**src/hw/rtl/srtf_pkg.sv**
```systemverilog
// ----------------------------------------------------------------------------
// srtf_pkg
// shared types and constants of the shortest-remaining-time-first scheduler
// ----------------------------------------------------------------------------
package srtf_pkg;

  localparam int IN_W   = 16;
  localparam int NOW_W  = 21;
  localparam int WAIT_W = 25;
  localparam int ID_W   = 5;

  localparam logic [NOW_W-1:0]  NOW_MAX  = {NOW_W{1'b1}};
  localparam logic [WAIT_W-1:0] WAIT_MAX = {WAIT_W{1'b1}};

  // request modes
  localparam logic [1:0] MODE_CLEAR = 2'd0;
  localparam logic [1:0] MODE_LOAD  = 2'd1;
  localparam logic [1:0] MODE_TICK  = 2'd2;

  typedef struct packed {
    logic [1:0]      mode;
    logic [IN_W-1:0] arrival;
    logic [IN_W-1:0] burst;
  } req_t;

  typedef struct packed {
    logic              accepted;
    logic [NOW_W-1:0]  time_now;
    logic [ID_W-1:0]   process_id;
    logic              completed;
    logic              all_done;
    logic [WAIT_W-1:0] waiting_sum;
    logic [ID_W-1:0]   loaded_count;
  } rsp_t;

  // scan control toward the selection unit
  typedef struct packed {
    logic start;
    logic sample;
  } pick_ctrl_t;

  typedef enum logic [2:0] {
    S_IDLE,
    S_SCAN,
    S_DRAIN,
    S_UPDATE,
    S_PUT
  } state_t;

endpackage

```
**src/hw/rtl/srtf_if.sv**
```systemverilog
// ----------------------------------------------------------------------------
// srtf_if
// request and response channels with valid/ready handshake
// ----------------------------------------------------------------------------
interface srtf_req_if;
  import srtf_pkg::*;
  logic valid;
  logic ready;
  req_t data;
  modport source (output valid, output data, input ready);
  modport sink (input valid, input data, output ready);
endinterface

interface srtf_rsp_if;
  import srtf_pkg::*;
  logic valid;
  logic ready;
  rsp_t data;
  modport source (output valid, output data, input ready);
  modport sink (input valid, input data, output ready);
endinterface

```
**src/hw/rtl/srtf_table_mem.sv**
```systemverilog
// ----------------------------------------------------------------------------
// srtf_table_mem
// process table ram, one write and one registered read port
// ----------------------------------------------------------------------------
module srtf_table_mem #(
  parameter int DEPTH = 16,
  parameter int WIDTH = 48,
  parameter int AW    = 4
) (
  input  logic             clk,
  input  logic             wr_en,
  input  logic [AW-1:0]    wr_addr,
  input  logic [WIDTH-1:0] wr_data,
  input  logic             rd_en,
  input  logic [AW-1:0]    rd_addr,
  output logic [WIDTH-1:0] rd_data
);

  logic [WIDTH-1:0] mem [DEPTH];

  always_ff @(posedge clk) begin
    if (wr_en) begin
      mem[wr_addr] <= wr_data;
    end
  end

  always_ff @(posedge clk) begin
    if (rd_en) begin
      rd_data <= mem[rd_addr];
    end
  end

endmodule

```
**src/hw/rtl/srtf_pick.sv**
```systemverilog
// ----------------------------------------------------------------------------
// srtf_pick
// running best-candidate selection over the streamed table entries
// ----------------------------------------------------------------------------
module srtf_pick #(
  parameter int TW = 16,
  parameter int IW = 4
) (
  input  logic                         clk,
  input  logic                         rst,
  input  srtf_pkg::pick_ctrl_t         ctrl,
  input  logic [srtf_pkg::NOW_W-1:0]   now,
  input  logic [IW-1:0]                samp_idx,
  input  logic [TW-1:0]                samp_arr,
  input  logic [TW-1:0]                samp_bur,
  input  logic [TW-1:0]                samp_rem,
  output logic                         found,
  output logic [IW-1:0]                best_idx,
  output logic [TW-1:0]                best_arr,
  output logic [TW-1:0]                best_bur,
  output logic [TW-1:0]                best_rem
);
  import srtf_pkg::*;

  logic eligible;
  logic better;

  // arrived and unfinished
  assign eligible = (samp_rem != '0) && (NOW_W'(samp_arr) <= now);
  // strict compare keeps the lower load order on a full tie
  assign better = !found || (samp_rem < best_rem) ||
                  ((samp_rem == best_rem) && (samp_arr < best_arr));

  always_ff @(posedge clk) begin
    if (rst) begin
      found <= 1'b0;
    end else if (ctrl.start) begin
      found <= 1'b0;
    end else if (ctrl.sample && eligible && better) begin
      found <= 1'b1;
    end
  end

  always_ff @(posedge clk) begin
    if (ctrl.sample && eligible && better) begin
      best_idx <= samp_idx;
      best_arr <= samp_arr;
      best_bur <= samp_bur;
      best_rem <= samp_rem;
    end
  end

endmodule

```
**src/hw/rtl/srtf_preemptive_scheduler_core.sv**
```systemverilog
// ----------------------------------------------------------------------------
// srtf_preemptive_scheduler_core
// preemptive shortest-remaining-time-first scheduler with a ram process table
// ----------------------------------------------------------------------------
// sequencing: clear, load, refused or unused requests go from acceptance
//   through the put state into the response register; a carried-out tick
//   first scans the table, reading one entry a cycle through the single ram
//   read port, then passes a drain state for the ram read latency and a
//   write-back state before the put state
// requests: one at a time, the next one taken once the response is loaded,
//   which the put state holds off while the output register is full and not
//   taken; a new request is taken while the last response still waits in
//   the output register
// reset: counters, time, waiting total and run flag clear at once; no request
//   is taken while reset is held; the table ram is not cleared and only
//   entries below loaded_count are ever read
// ----------------------------------------------------------------------------
module srtf_preemptive_scheduler_core #(
  parameter int MAX_PROCESSES = 16,
  parameter int TIME_BITS     = 16
) (
  input  logic    clk,
  input  logic    rst,
  srtf_req_if.sink   req,
  srtf_rsp_if.source rsp
);
  import srtf_pkg::*;

  // stored time width: arrival and burst keep their low TIME_BITS bits
  localparam int TW = (TIME_BITS < IN_W) ? TIME_BITS : IN_W;
  // table index and process count widths
  localparam int IW = $clog2(MAX_PROCESSES);
  localparam int CW = $clog2(MAX_PROCESSES + 1);
  // one ram word holds arrival, burst and remaining time
  localparam int EW = 3 * TW;

  state_t state, state_next;

  logic [CW-1:0]     process_count;
  logic [CW-1:0]     finished_count;
  logic [NOW_W-1:0]  cur_time;
  logic [WAIT_W-1:0] total_wait;
  logic              run_started;

  logic [IW-1:0]     scan_idx;
  logic              samp;
  logic [IW-1:0]     samp_idx;

  // per-request result fields, captured until the response is built
  logic              res_acc;
  logic [ID_W-1:0]   res_pid;
  logic              res_done;

  logic              out_valid;
  rsp_t              out_data;

  // handshake and decode
  logic req_fire;
  logic is_clear, is_load, is_tick;
  logic load_ok, tick_ok;
  logic scan_last;
  logic put_go;

  // datapath
  logic [TW-1:0]     arr_in, bur_in;
  logic [EW-1:0]     rd_data;
  logic              wr_en;
  logic [IW-1:0]     wr_addr;
  logic [EW-1:0]     wr_data;
  logic              rd_en;
  logic              upd;
  logic              put;
  pick_ctrl_t        pick_ctrl;

  logic              found;
  logic [IW-1:0]     best_idx;
  logic [TW-1:0]     best_arr, best_bur, best_rem;

  logic [TW-1:0]     rem_dec;
  logic              finish_now;
  logic [NOW_W-1:0]  time_inc;
  logic [TW:0]       base;
  logic [NOW_W-1:0]  base_ext;
  logic [NOW_W-1:0]  wait_add;
  logic [WAIT_W:0]   wait_sum;
  logic [WAIT_W-1:0] wait_sat;
  logic [31:0]       pid_full;
  logic [31:0]       cnt_full;
  logic [CW-1:0]     last_cnt;

  assign req_fire = req.valid && req.ready;
  assign arr_in   = req.data.arrival[TW-1:0];
  assign bur_in   = req.data.burst[TW-1:0];

  // mode decode
  always_comb begin
    is_clear = 1'b0;
    is_load  = 1'b0;
    is_tick  = 1'b0;
    unique case (req.data.mode)
      MODE_CLEAR: is_clear = 1'b1;
      MODE_LOAD:  is_load  = 1'b1;
      MODE_TICK:  is_tick  = 1'b1;
      default: ;
    endcase
  end

  // load refused when full, zero burst, or the run has begun
  assign load_ok = (process_count != CW'(MAX_PROCESSES)) && (bur_in != '0) && !run_started;
  // tick refused once every loaded process is done
  assign tick_ok = (finished_count != process_count);

  assign last_cnt  = process_count - CW'(1);
  assign scan_last = (CW'(scan_idx) == last_cnt);
  assign put_go    = !out_valid || rsp.ready;

  // write-back arithmetic for the chosen entry
  assign rem_dec    = best_rem - TW'(1);
  assign finish_now = found && (rem_dec == '0);
  assign time_inc   = (cur_time != NOW_MAX) ? cur_time + NOW_W'(1) : cur_time;
  assign base       = {1'b0, best_arr} + {1'b0, best_bur};
  assign base_ext   = NOW_W'(base);
  // waiting time never goes negative
  assign wait_add   = (time_inc > base_ext) ? time_inc - base_ext : '0;
  assign wait_sum   = {1'b0, total_wait} + (WAIT_W + 1)'(wait_add);
  assign wait_sat   = wait_sum[WAIT_W] ? WAIT_MAX : wait_sum[WAIT_W-1:0];
  // id is load order plus one, masked to the field width
  assign pid_full   = 32'(best_idx) + 32'd1;
  assign cnt_full   = 32'(process_count);

  // next state
  always_comb begin
    state_next = state;
    unique case (state)
      S_IDLE: begin
        if (req.valid) begin
          state_next = (is_tick && tick_ok) ? S_SCAN : S_PUT;
        end
      end
      S_SCAN: begin
        if (scan_last) begin
          state_next = S_DRAIN;
        end
      end
      S_DRAIN:  state_next = S_UPDATE;
      S_UPDATE: state_next = S_PUT;
      S_PUT: begin
        if (put_go) begin
          state_next = S_IDLE;
        end
      end
      default:  state_next = S_IDLE;
    endcase
  end

  // state outputs
  always_comb begin
    req.ready        = 1'b0;
    rd_en            = 1'b0;
    upd              = 1'b0;
    put              = 1'b0;
    unique case (state)
      S_IDLE:   req.ready = !rst;
      S_SCAN:   rd_en     = 1'b1;
      S_DRAIN:  ;
      S_UPDATE: upd       = 1'b1;
      S_PUT:    put       = put_go;
      default:  ;
    endcase
  end

  assign pick_ctrl.start  = req_fire;
  assign pick_ctrl.sample = samp;

  // ram write: append on load, remaining time write-back after a scan
  always_comb begin
    if (upd) begin
      wr_en   = found;
      wr_addr = best_idx;
      wr_data = {best_arr, best_bur, rem_dec};
    end else begin
      wr_en   = req_fire && is_load && load_ok;
      wr_addr = process_count[IW-1:0];
      wr_data = {arr_in, bur_in, bur_in};
    end
  end

  always_ff @(posedge clk) begin
    if (rst) begin
      state <= S_IDLE;
    end else begin
      state <= state_next;
    end
  end

  // scheduler state registers
  always_ff @(posedge clk) begin
    if (rst) begin
      process_count  <= '0;
      finished_count <= '0;
      cur_time       <= '0;
      total_wait     <= '0;
      run_started    <= 1'b0;
      samp           <= 1'b0;
    end else begin
      samp <= rd_en;
      if (req_fire) begin
        if (is_clear) begin
          process_count  <= '0;
          finished_count <= '0;
          cur_time       <= '0;
          total_wait     <= '0;
          run_started    <= 1'b0;
        end
        if (is_load && load_ok) begin
          process_count <= process_count + CW'(1);
        end
        if (is_tick && tick_ok) begin
          run_started <= 1'b1;
        end
      end
      if (upd) begin
        cur_time <= time_inc;
        if (finish_now) begin
          total_wait     <= wait_sat;
          finished_count <= finished_count + CW'(1);
        end
      end
    end
  end

  // scan address, sample index and per-request result fields
  always_ff @(posedge clk) begin
    samp_idx <= scan_idx;
    if (req_fire) begin
      scan_idx <= '0;
      res_acc  <= is_clear || (is_load && load_ok) || (is_tick && tick_ok);
      res_pid  <= '0;
      res_done <= 1'b0;
    end else if (rd_en) begin
      scan_idx <= scan_idx + IW'(1);
    end
    if (upd && found) begin
      res_pid  <= pid_full[ID_W-1:0];
      res_done <= finish_now;
    end
  end

  // response register
  always_ff @(posedge clk) begin
    if (rst) begin
      out_valid <= 1'b0;
    end else if (put) begin
      out_valid <= 1'b1;
    end else if (rsp.ready) begin
      out_valid <= 1'b0;
    end
  end

  always_ff @(posedge clk) begin
    if (put) begin
      out_data.accepted     <= res_acc;
      out_data.time_now     <= cur_time;
      out_data.process_id   <= res_pid;
      out_data.completed    <= res_done;
      out_data.all_done     <= (finished_count == process_count);
      out_data.waiting_sum  <= total_wait;
      out_data.loaded_count <= cnt_full[ID_W-1:0];
    end
  end

  assign rsp.valid = out_valid;
  assign rsp.data  = out_data;

  srtf_table_mem #(
    .DEPTH (MAX_PROCESSES),
    .WIDTH (EW),
    .AW    (IW)
  ) u_mem (
    .clk     (clk),
    .wr_en   (wr_en),
    .wr_addr (wr_addr),
    .wr_data (wr_data),
    .rd_en   (rd_en),
    .rd_addr (scan_idx),
    .rd_data (rd_data)
  );

  srtf_pick #(
    .TW (TW),
    .IW (IW)
  ) u_pick (
    .clk      (clk),
    .rst      (rst),
    .ctrl     (pick_ctrl),
    .now      (cur_time),
    .samp_idx (samp_idx),
    .samp_arr (rd_data[3*TW-1:2*TW]),
    .samp_bur (rd_data[2*TW-1:TW]),
    .samp_rem (rd_data[TW-1:0]),
    .found    (found),
    .best_idx (best_idx),
    .best_arr (best_arr),
    .best_bur (best_bur),
    .best_rem (best_rem)
  );

  // finished processes never outnumber loaded ones
  a_count_order: assert property (@(posedge clk) disable iff (rst)
    finished_count <= process_count)
    else $error("finished count exceeds process count");

  // the scan runs until the last loaded entry has been read
  a_scan_hold: assert property (@(posedge clk) disable iff (rst)
    (state == S_SCAN && !scan_last) |=> (state == S_SCAN))
    else $error("scan ended early");

  // an accepted request goes to the scan or straight to the response
  a_req_path: assert property (@(posedge clk) disable iff (rst)
    req_fire |=> (state == S_SCAN || state == S_PUT))
    else $error("unexpected state after request");

  // no table write while the scan reads the table
  a_no_write_in_scan: assert property (@(posedge clk) disable iff (rst)
    wr_en |-> (state == S_IDLE || state == S_UPDATE))
    else $error("table write during scan");

  // a write-back always follows a completed drain of the scan
  a_drain_update: assert property (@(posedge clk) disable iff (rst)
    (state == S_DRAIN) |=> (state == S_UPDATE && $past(samp)))
    else $error("drain not followed by update");

endmodule

```
**src/flat_wrapper.sv**
```systemverilog
// flat-port wrapper written by rule: the top's interface ports become plain ports
module srtf_preemptive_scheduler_core_flat import srtf_pkg::*;
#(
  parameter int MAX_PROCESSES = 16,
  parameter int TIME_BITS     = 16
)
  (clk, rst, req_valid, req_data, req_ready, rsp_valid, rsp_data, rsp_ready);
  srtf_req_if req_i ();
  srtf_rsp_if rsp_i ();
  input  logic clk;
  input  logic rst;
  input wire logic [$bits(req_i.valid)-1:0] req_valid;
  input wire logic [$bits(req_i.data)-1:0] req_data;
  output wire logic [$bits(req_i.ready)-1:0] req_ready;
  output wire logic [$bits(rsp_i.valid)-1:0] rsp_valid;
  output wire logic [$bits(rsp_i.data)-1:0] rsp_data;
  input wire logic [$bits(rsp_i.ready)-1:0] rsp_ready;
  assign req_i.valid = req_valid;
  assign req_i.data = req_data;
  assign req_ready = req_i.ready;
  assign rsp_valid = rsp_i.valid;
  assign rsp_data = rsp_i.data;
  assign rsp_i.ready = rsp_ready;
  srtf_preemptive_scheduler_core #(.MAX_PROCESSES(MAX_PROCESSES), .TIME_BITS(TIME_BITS)) u_core (.clk(clk), .rst(rst), .req(req_i), .rsp(rsp_i));
endmodule
```
**config.mk**
```make
export PLATFORM = sky130hd
export DESIGN_NAME = srtf_preemptive_scheduler_core_flat
export DESIGN_NICKNAME = d
export VERILOG_FILES = /design/src/hw/rtl/srtf_pkg.sv /design/src/hw/rtl/srtf_if.sv /design/src/hw/rtl/srtf_table_mem.sv /design/src/hw/rtl/srtf_pick.sv /design/src/hw/rtl/srtf_preemptive_scheduler_core.sv /design/src/flat_wrapper.sv
export SDC_FILE = /design/constraint.sdc
export NUM_CORES = 1
export LEC_CHECK = 0
export BUFFER_PORTS_ARGS = -buffer_cell sky130_fd_sc_hd__buf_4
export CAP_MARGIN = 15
export CORE_MARGIN = 5
export CORE_UTILIZATION = 45
export CTS_BUF_LIST = sky130_fd_sc_hd__clkbuf_8
export DETAILED_ROUTE_END_ITERATION = 16
export GPL_TIMING_DRIVEN = 0
export SLEW_MARGIN = 25
export SYNTH_ARGS = -nofsm -noshare
export SYNTH_HDL_FRONTEND = slang
export SYNTH_SLANG_ARGS = --single-unit
```
**constraint.sdc**
```tcl
create_clock -name clk -period 7.9 [get_ports clk]
set_input_delay 1.58 -clock clk [delete_from_list [all_inputs] [get_ports clk]]
set_output_delay 1.58 -clock clk [all_outputs]
set_load 0.01 [all_outputs]
```
==> results.cfg <==
[final_layout]
utilization = 0.528
areaGrowthSynthToFinish_pct = 16.4
layout_common_cells = edfxtp_1 (934), mux4_2 (240), clkbuf_8 (167)
final_common_cell = edfxtp_1
fin_nets = 2918
n_fill_cell = 7513
drive_gt1_frac = 0.246

[timing]
setup_viol = 0
slew_viol_final = 0
worst_slack_ps = 370
final_hold_viol_count = 0
max_freq_mhz = 133
max_slew_margin = 0.289
fin_crit_ps = 7530
worst_pin_slew_ps = 1070
final.period_utilization = 0.953
fin_worst_skew_ps = 40.2

[clock_network]
clock-sinks = 1005
numCtsBuffers = 161
cts_max_path_buffers = 3
clk_pin_slew_worst_paths_ps = 70
tritoncts = yes
root_buffer = clkbuf_8
holdBufCountCts = 0
insertion_delay_ps = 820
ctsHtreeMaxLevel = 4

[run_status]
status = finished clean

[die]
die_h_um = 317
core_mm2 = 0.0933
dieArea_mm2 = 0.100
start_util = 0.453
die_width_um = 317
std_cell_rows = 112
ios = 99

[routing]
drtPass1Iterations = 7
final_antenna_net_count = 0
vias = 23957
drt-wirelength-per-cell_um = 27.3
drc = 0
drtIter0Drc = 2449
finalWirelength_um = 113000
drt-vias-per-instance = 5.78

[synthesis]
post_synth.cell_area_avg_um2 = 17.4
ys_seq_elements = 1005
synth_top_area_cell = edfxtp_1
syn_inst = 2437
synth_enable_flop_cells = 934
syn_nets = 2587
ys_seq_area_frac = 0.697
async_flop_share = 0
synth_top_area_frac = 0.663
netlist_area_mm2 = 0.0423
ys_types = 74
synth_area_leaders = edfxtp_1 (66%), mux4_2 (13%), dfxtp_1 (3.4%), ha_1 (3.2%), a21oi_1 (1.3%)
yosys_warnings = 0
synth_top_flop_cell = edfxtp_1

[setup_path]
cp-end-kind = register
cpMostUsedCell = ha_1
critPathLaunchType = register
cp.required_ps = 8560
r2r_start = u_core.u_pick.best_bur[0]$_DFFE_PP_
crit_start = u_core.u_pick.best_bur[0]$_DFFE_PP_
crit_path_max_incr_delay_ps = 590
crit_path_top_delay_cell = or4_1
crit_type = reg -> reg
cp.arrival_ps = 8190
critPathMaxFanout = 16

[pwr]
power_density_mw_per_mm2 = 209
leakagePower_nw = 16.3
ir_worst_vdd_uv = 105

[global_routing]
antenna_found_initial = 2
grtUsageTotal = 0.226
busiest_layer = met2
grt_max_degree = 43
grt.met2_usage = 0.374
grt_pass1_vias = 24265
overflow = 0
grt_pass1_wl_um = 163000
grt.met3_usage = 0.0442
grtUsageMet1 = 0.301

[hold_path]
hp-class = reg -> reg
holdCritStartpoint = u_core.scan_idx[3]$_SDFFE_PP0P_

[run]
cap_violations = 0

[place]
routabilityCongestion = 0.887
portBuffers = 98
place_ws_ps = -1150
hpwlAfterDp_um = 80100
==> critical path: cells and delay by family (launching register included) <==
family,cells,cell delay (ps)
AOI/OAI and AO/OA,10,2220
xor gates and xnor gates,1,170
adders and majority gates,4,1270
buffers and inverters,5,780
DFF,1,490
and+or+nand+nor,12,2410
==> layer usage <==
metal	vias up	routed length [um]
met1	12318	45500
met4	2	4380
met2	987	55500
met3	207	7820
li1	10443	-
met5	-	11
==> sequential cells by signal, indices dropped and copies added, names as in the netlist, 4 cells and up <==
signal	count
u_core.cur_time	21
u_core.finished_count	5
u_core.process_count	5
u_core.res_pid	5
u_core.rsp.data	59
u_core.samp_idx	4
u_core.scan_idx	4
u_core.total_wait	25
u_core.u_mem.mem	768
u_core.u_mem.rd_data	48
u_core.u_pick.best_arr	16
u_core.u_pick.best_bur	16
u_core.u_pick.best_idx	4
u_core.u_pick.best_rem	16
==> cell usage after synthesis, drive strengths merged, types with 5 or more instances <==
cell and number:
edfxtp 934, mux4 240, nand2 141, a21oi 110
ha 109, nor2 98, inv 82, o21ai 79
clkbuf 74, dfxtp 71, xnor2 58, nand3 48
a21o 44, buf 31, xor2 31, nor3 30
nand4 26, nor4 21, a31oi 20, nand2b 15
nor2b 14, a211oi 13, or3 13, and3 11
o21a 10, o31ai 10, or2 10, nor3b 9
or4 8, and2 6, o21bai 6, mux2i 5
==> where the power goes <==
part | total (mW) | leakage [nW] | switching, mW | internal [mW]
clock network | 4.03 | 1.62 | 2.04 | 2.00
logic | 0.377 | 5.66 | 0.228 | 0.149
registers | 5.89 | 9.01 | 0.0196 | 5.87
==> logic make-up (layout without fill, tap and decap cells) <==
group | Yosys count | in the layout | synth area share
and+or+nand+nor | 465 | 465 | 0.0556
other | 0 | 1 | 0
muxes | 246 | 246 | 0.129
buffers and inverters | 188 | 642 | 0.0178
adders and majority gates | 112 | 112 | 0.0337
DFF | 1005 | 1005 | 0.697
AOI/OAI and AO/OA | 332 | 332 | 0.0488
xor gates and xnor gates | 89 | 89 | 0.0184
==> layout make-up <==
type,count,area (um2),share of cell area
flip-flops and latches,1005,29500,0.598
multi-input cells,1244,12400,0.252
clock buffers,167,2300,0.0467
repair buffers,169,2170,0.0441
well taps,1254,1570,0.0319
clock inverters,119,569,0.0116
plain buffers,104,474,0.00963
inverters,83,317,0.00643
diodes,1,2.50,0.0000508
==> stage by stage <==
stage                     hold slack [ps]  area, um2  total power, mW  setup TNS (ps)  instances
final                                 349      49300             10.3               0       4146
after detailed placement              336      46200             6.39          -25060       3854
after floorplan                       329      42300             6.20               0       2437
after CTS                             348      49100             10.4               0       4141
after global placement                331      44600             6.37         -690280       3789
after global routing                  354      49300             10.7          -0.210       4146
==> timing repair <==
| action | CTS | global route |
|---|---|---|
| gates cloned | 0 | 0 |
| pin swaps | 2 | 4 |
| resized for setup | 16 | 10 |
| buffers inserted | 2 | 3 |
| endpoints found under the setup margin | 25 | 25 |
==> final timing paths <==
kind                                                        end  slack (ps)  depth (start not counted)
worst min-delay path                 u_core.samp_idx[3]$_DFF_P_         350                          0
worst max register to register  u_core.total_wait[1]$_SDFF_PP0_         370                         32
worst min register to register       u_core.samp_idx[3]$_DFF_P_         350                          0
worst max-delay path            u_core.total_wait[1]$_SDFF_PP0_         370                         32
(Power assumes the default switching activity.)
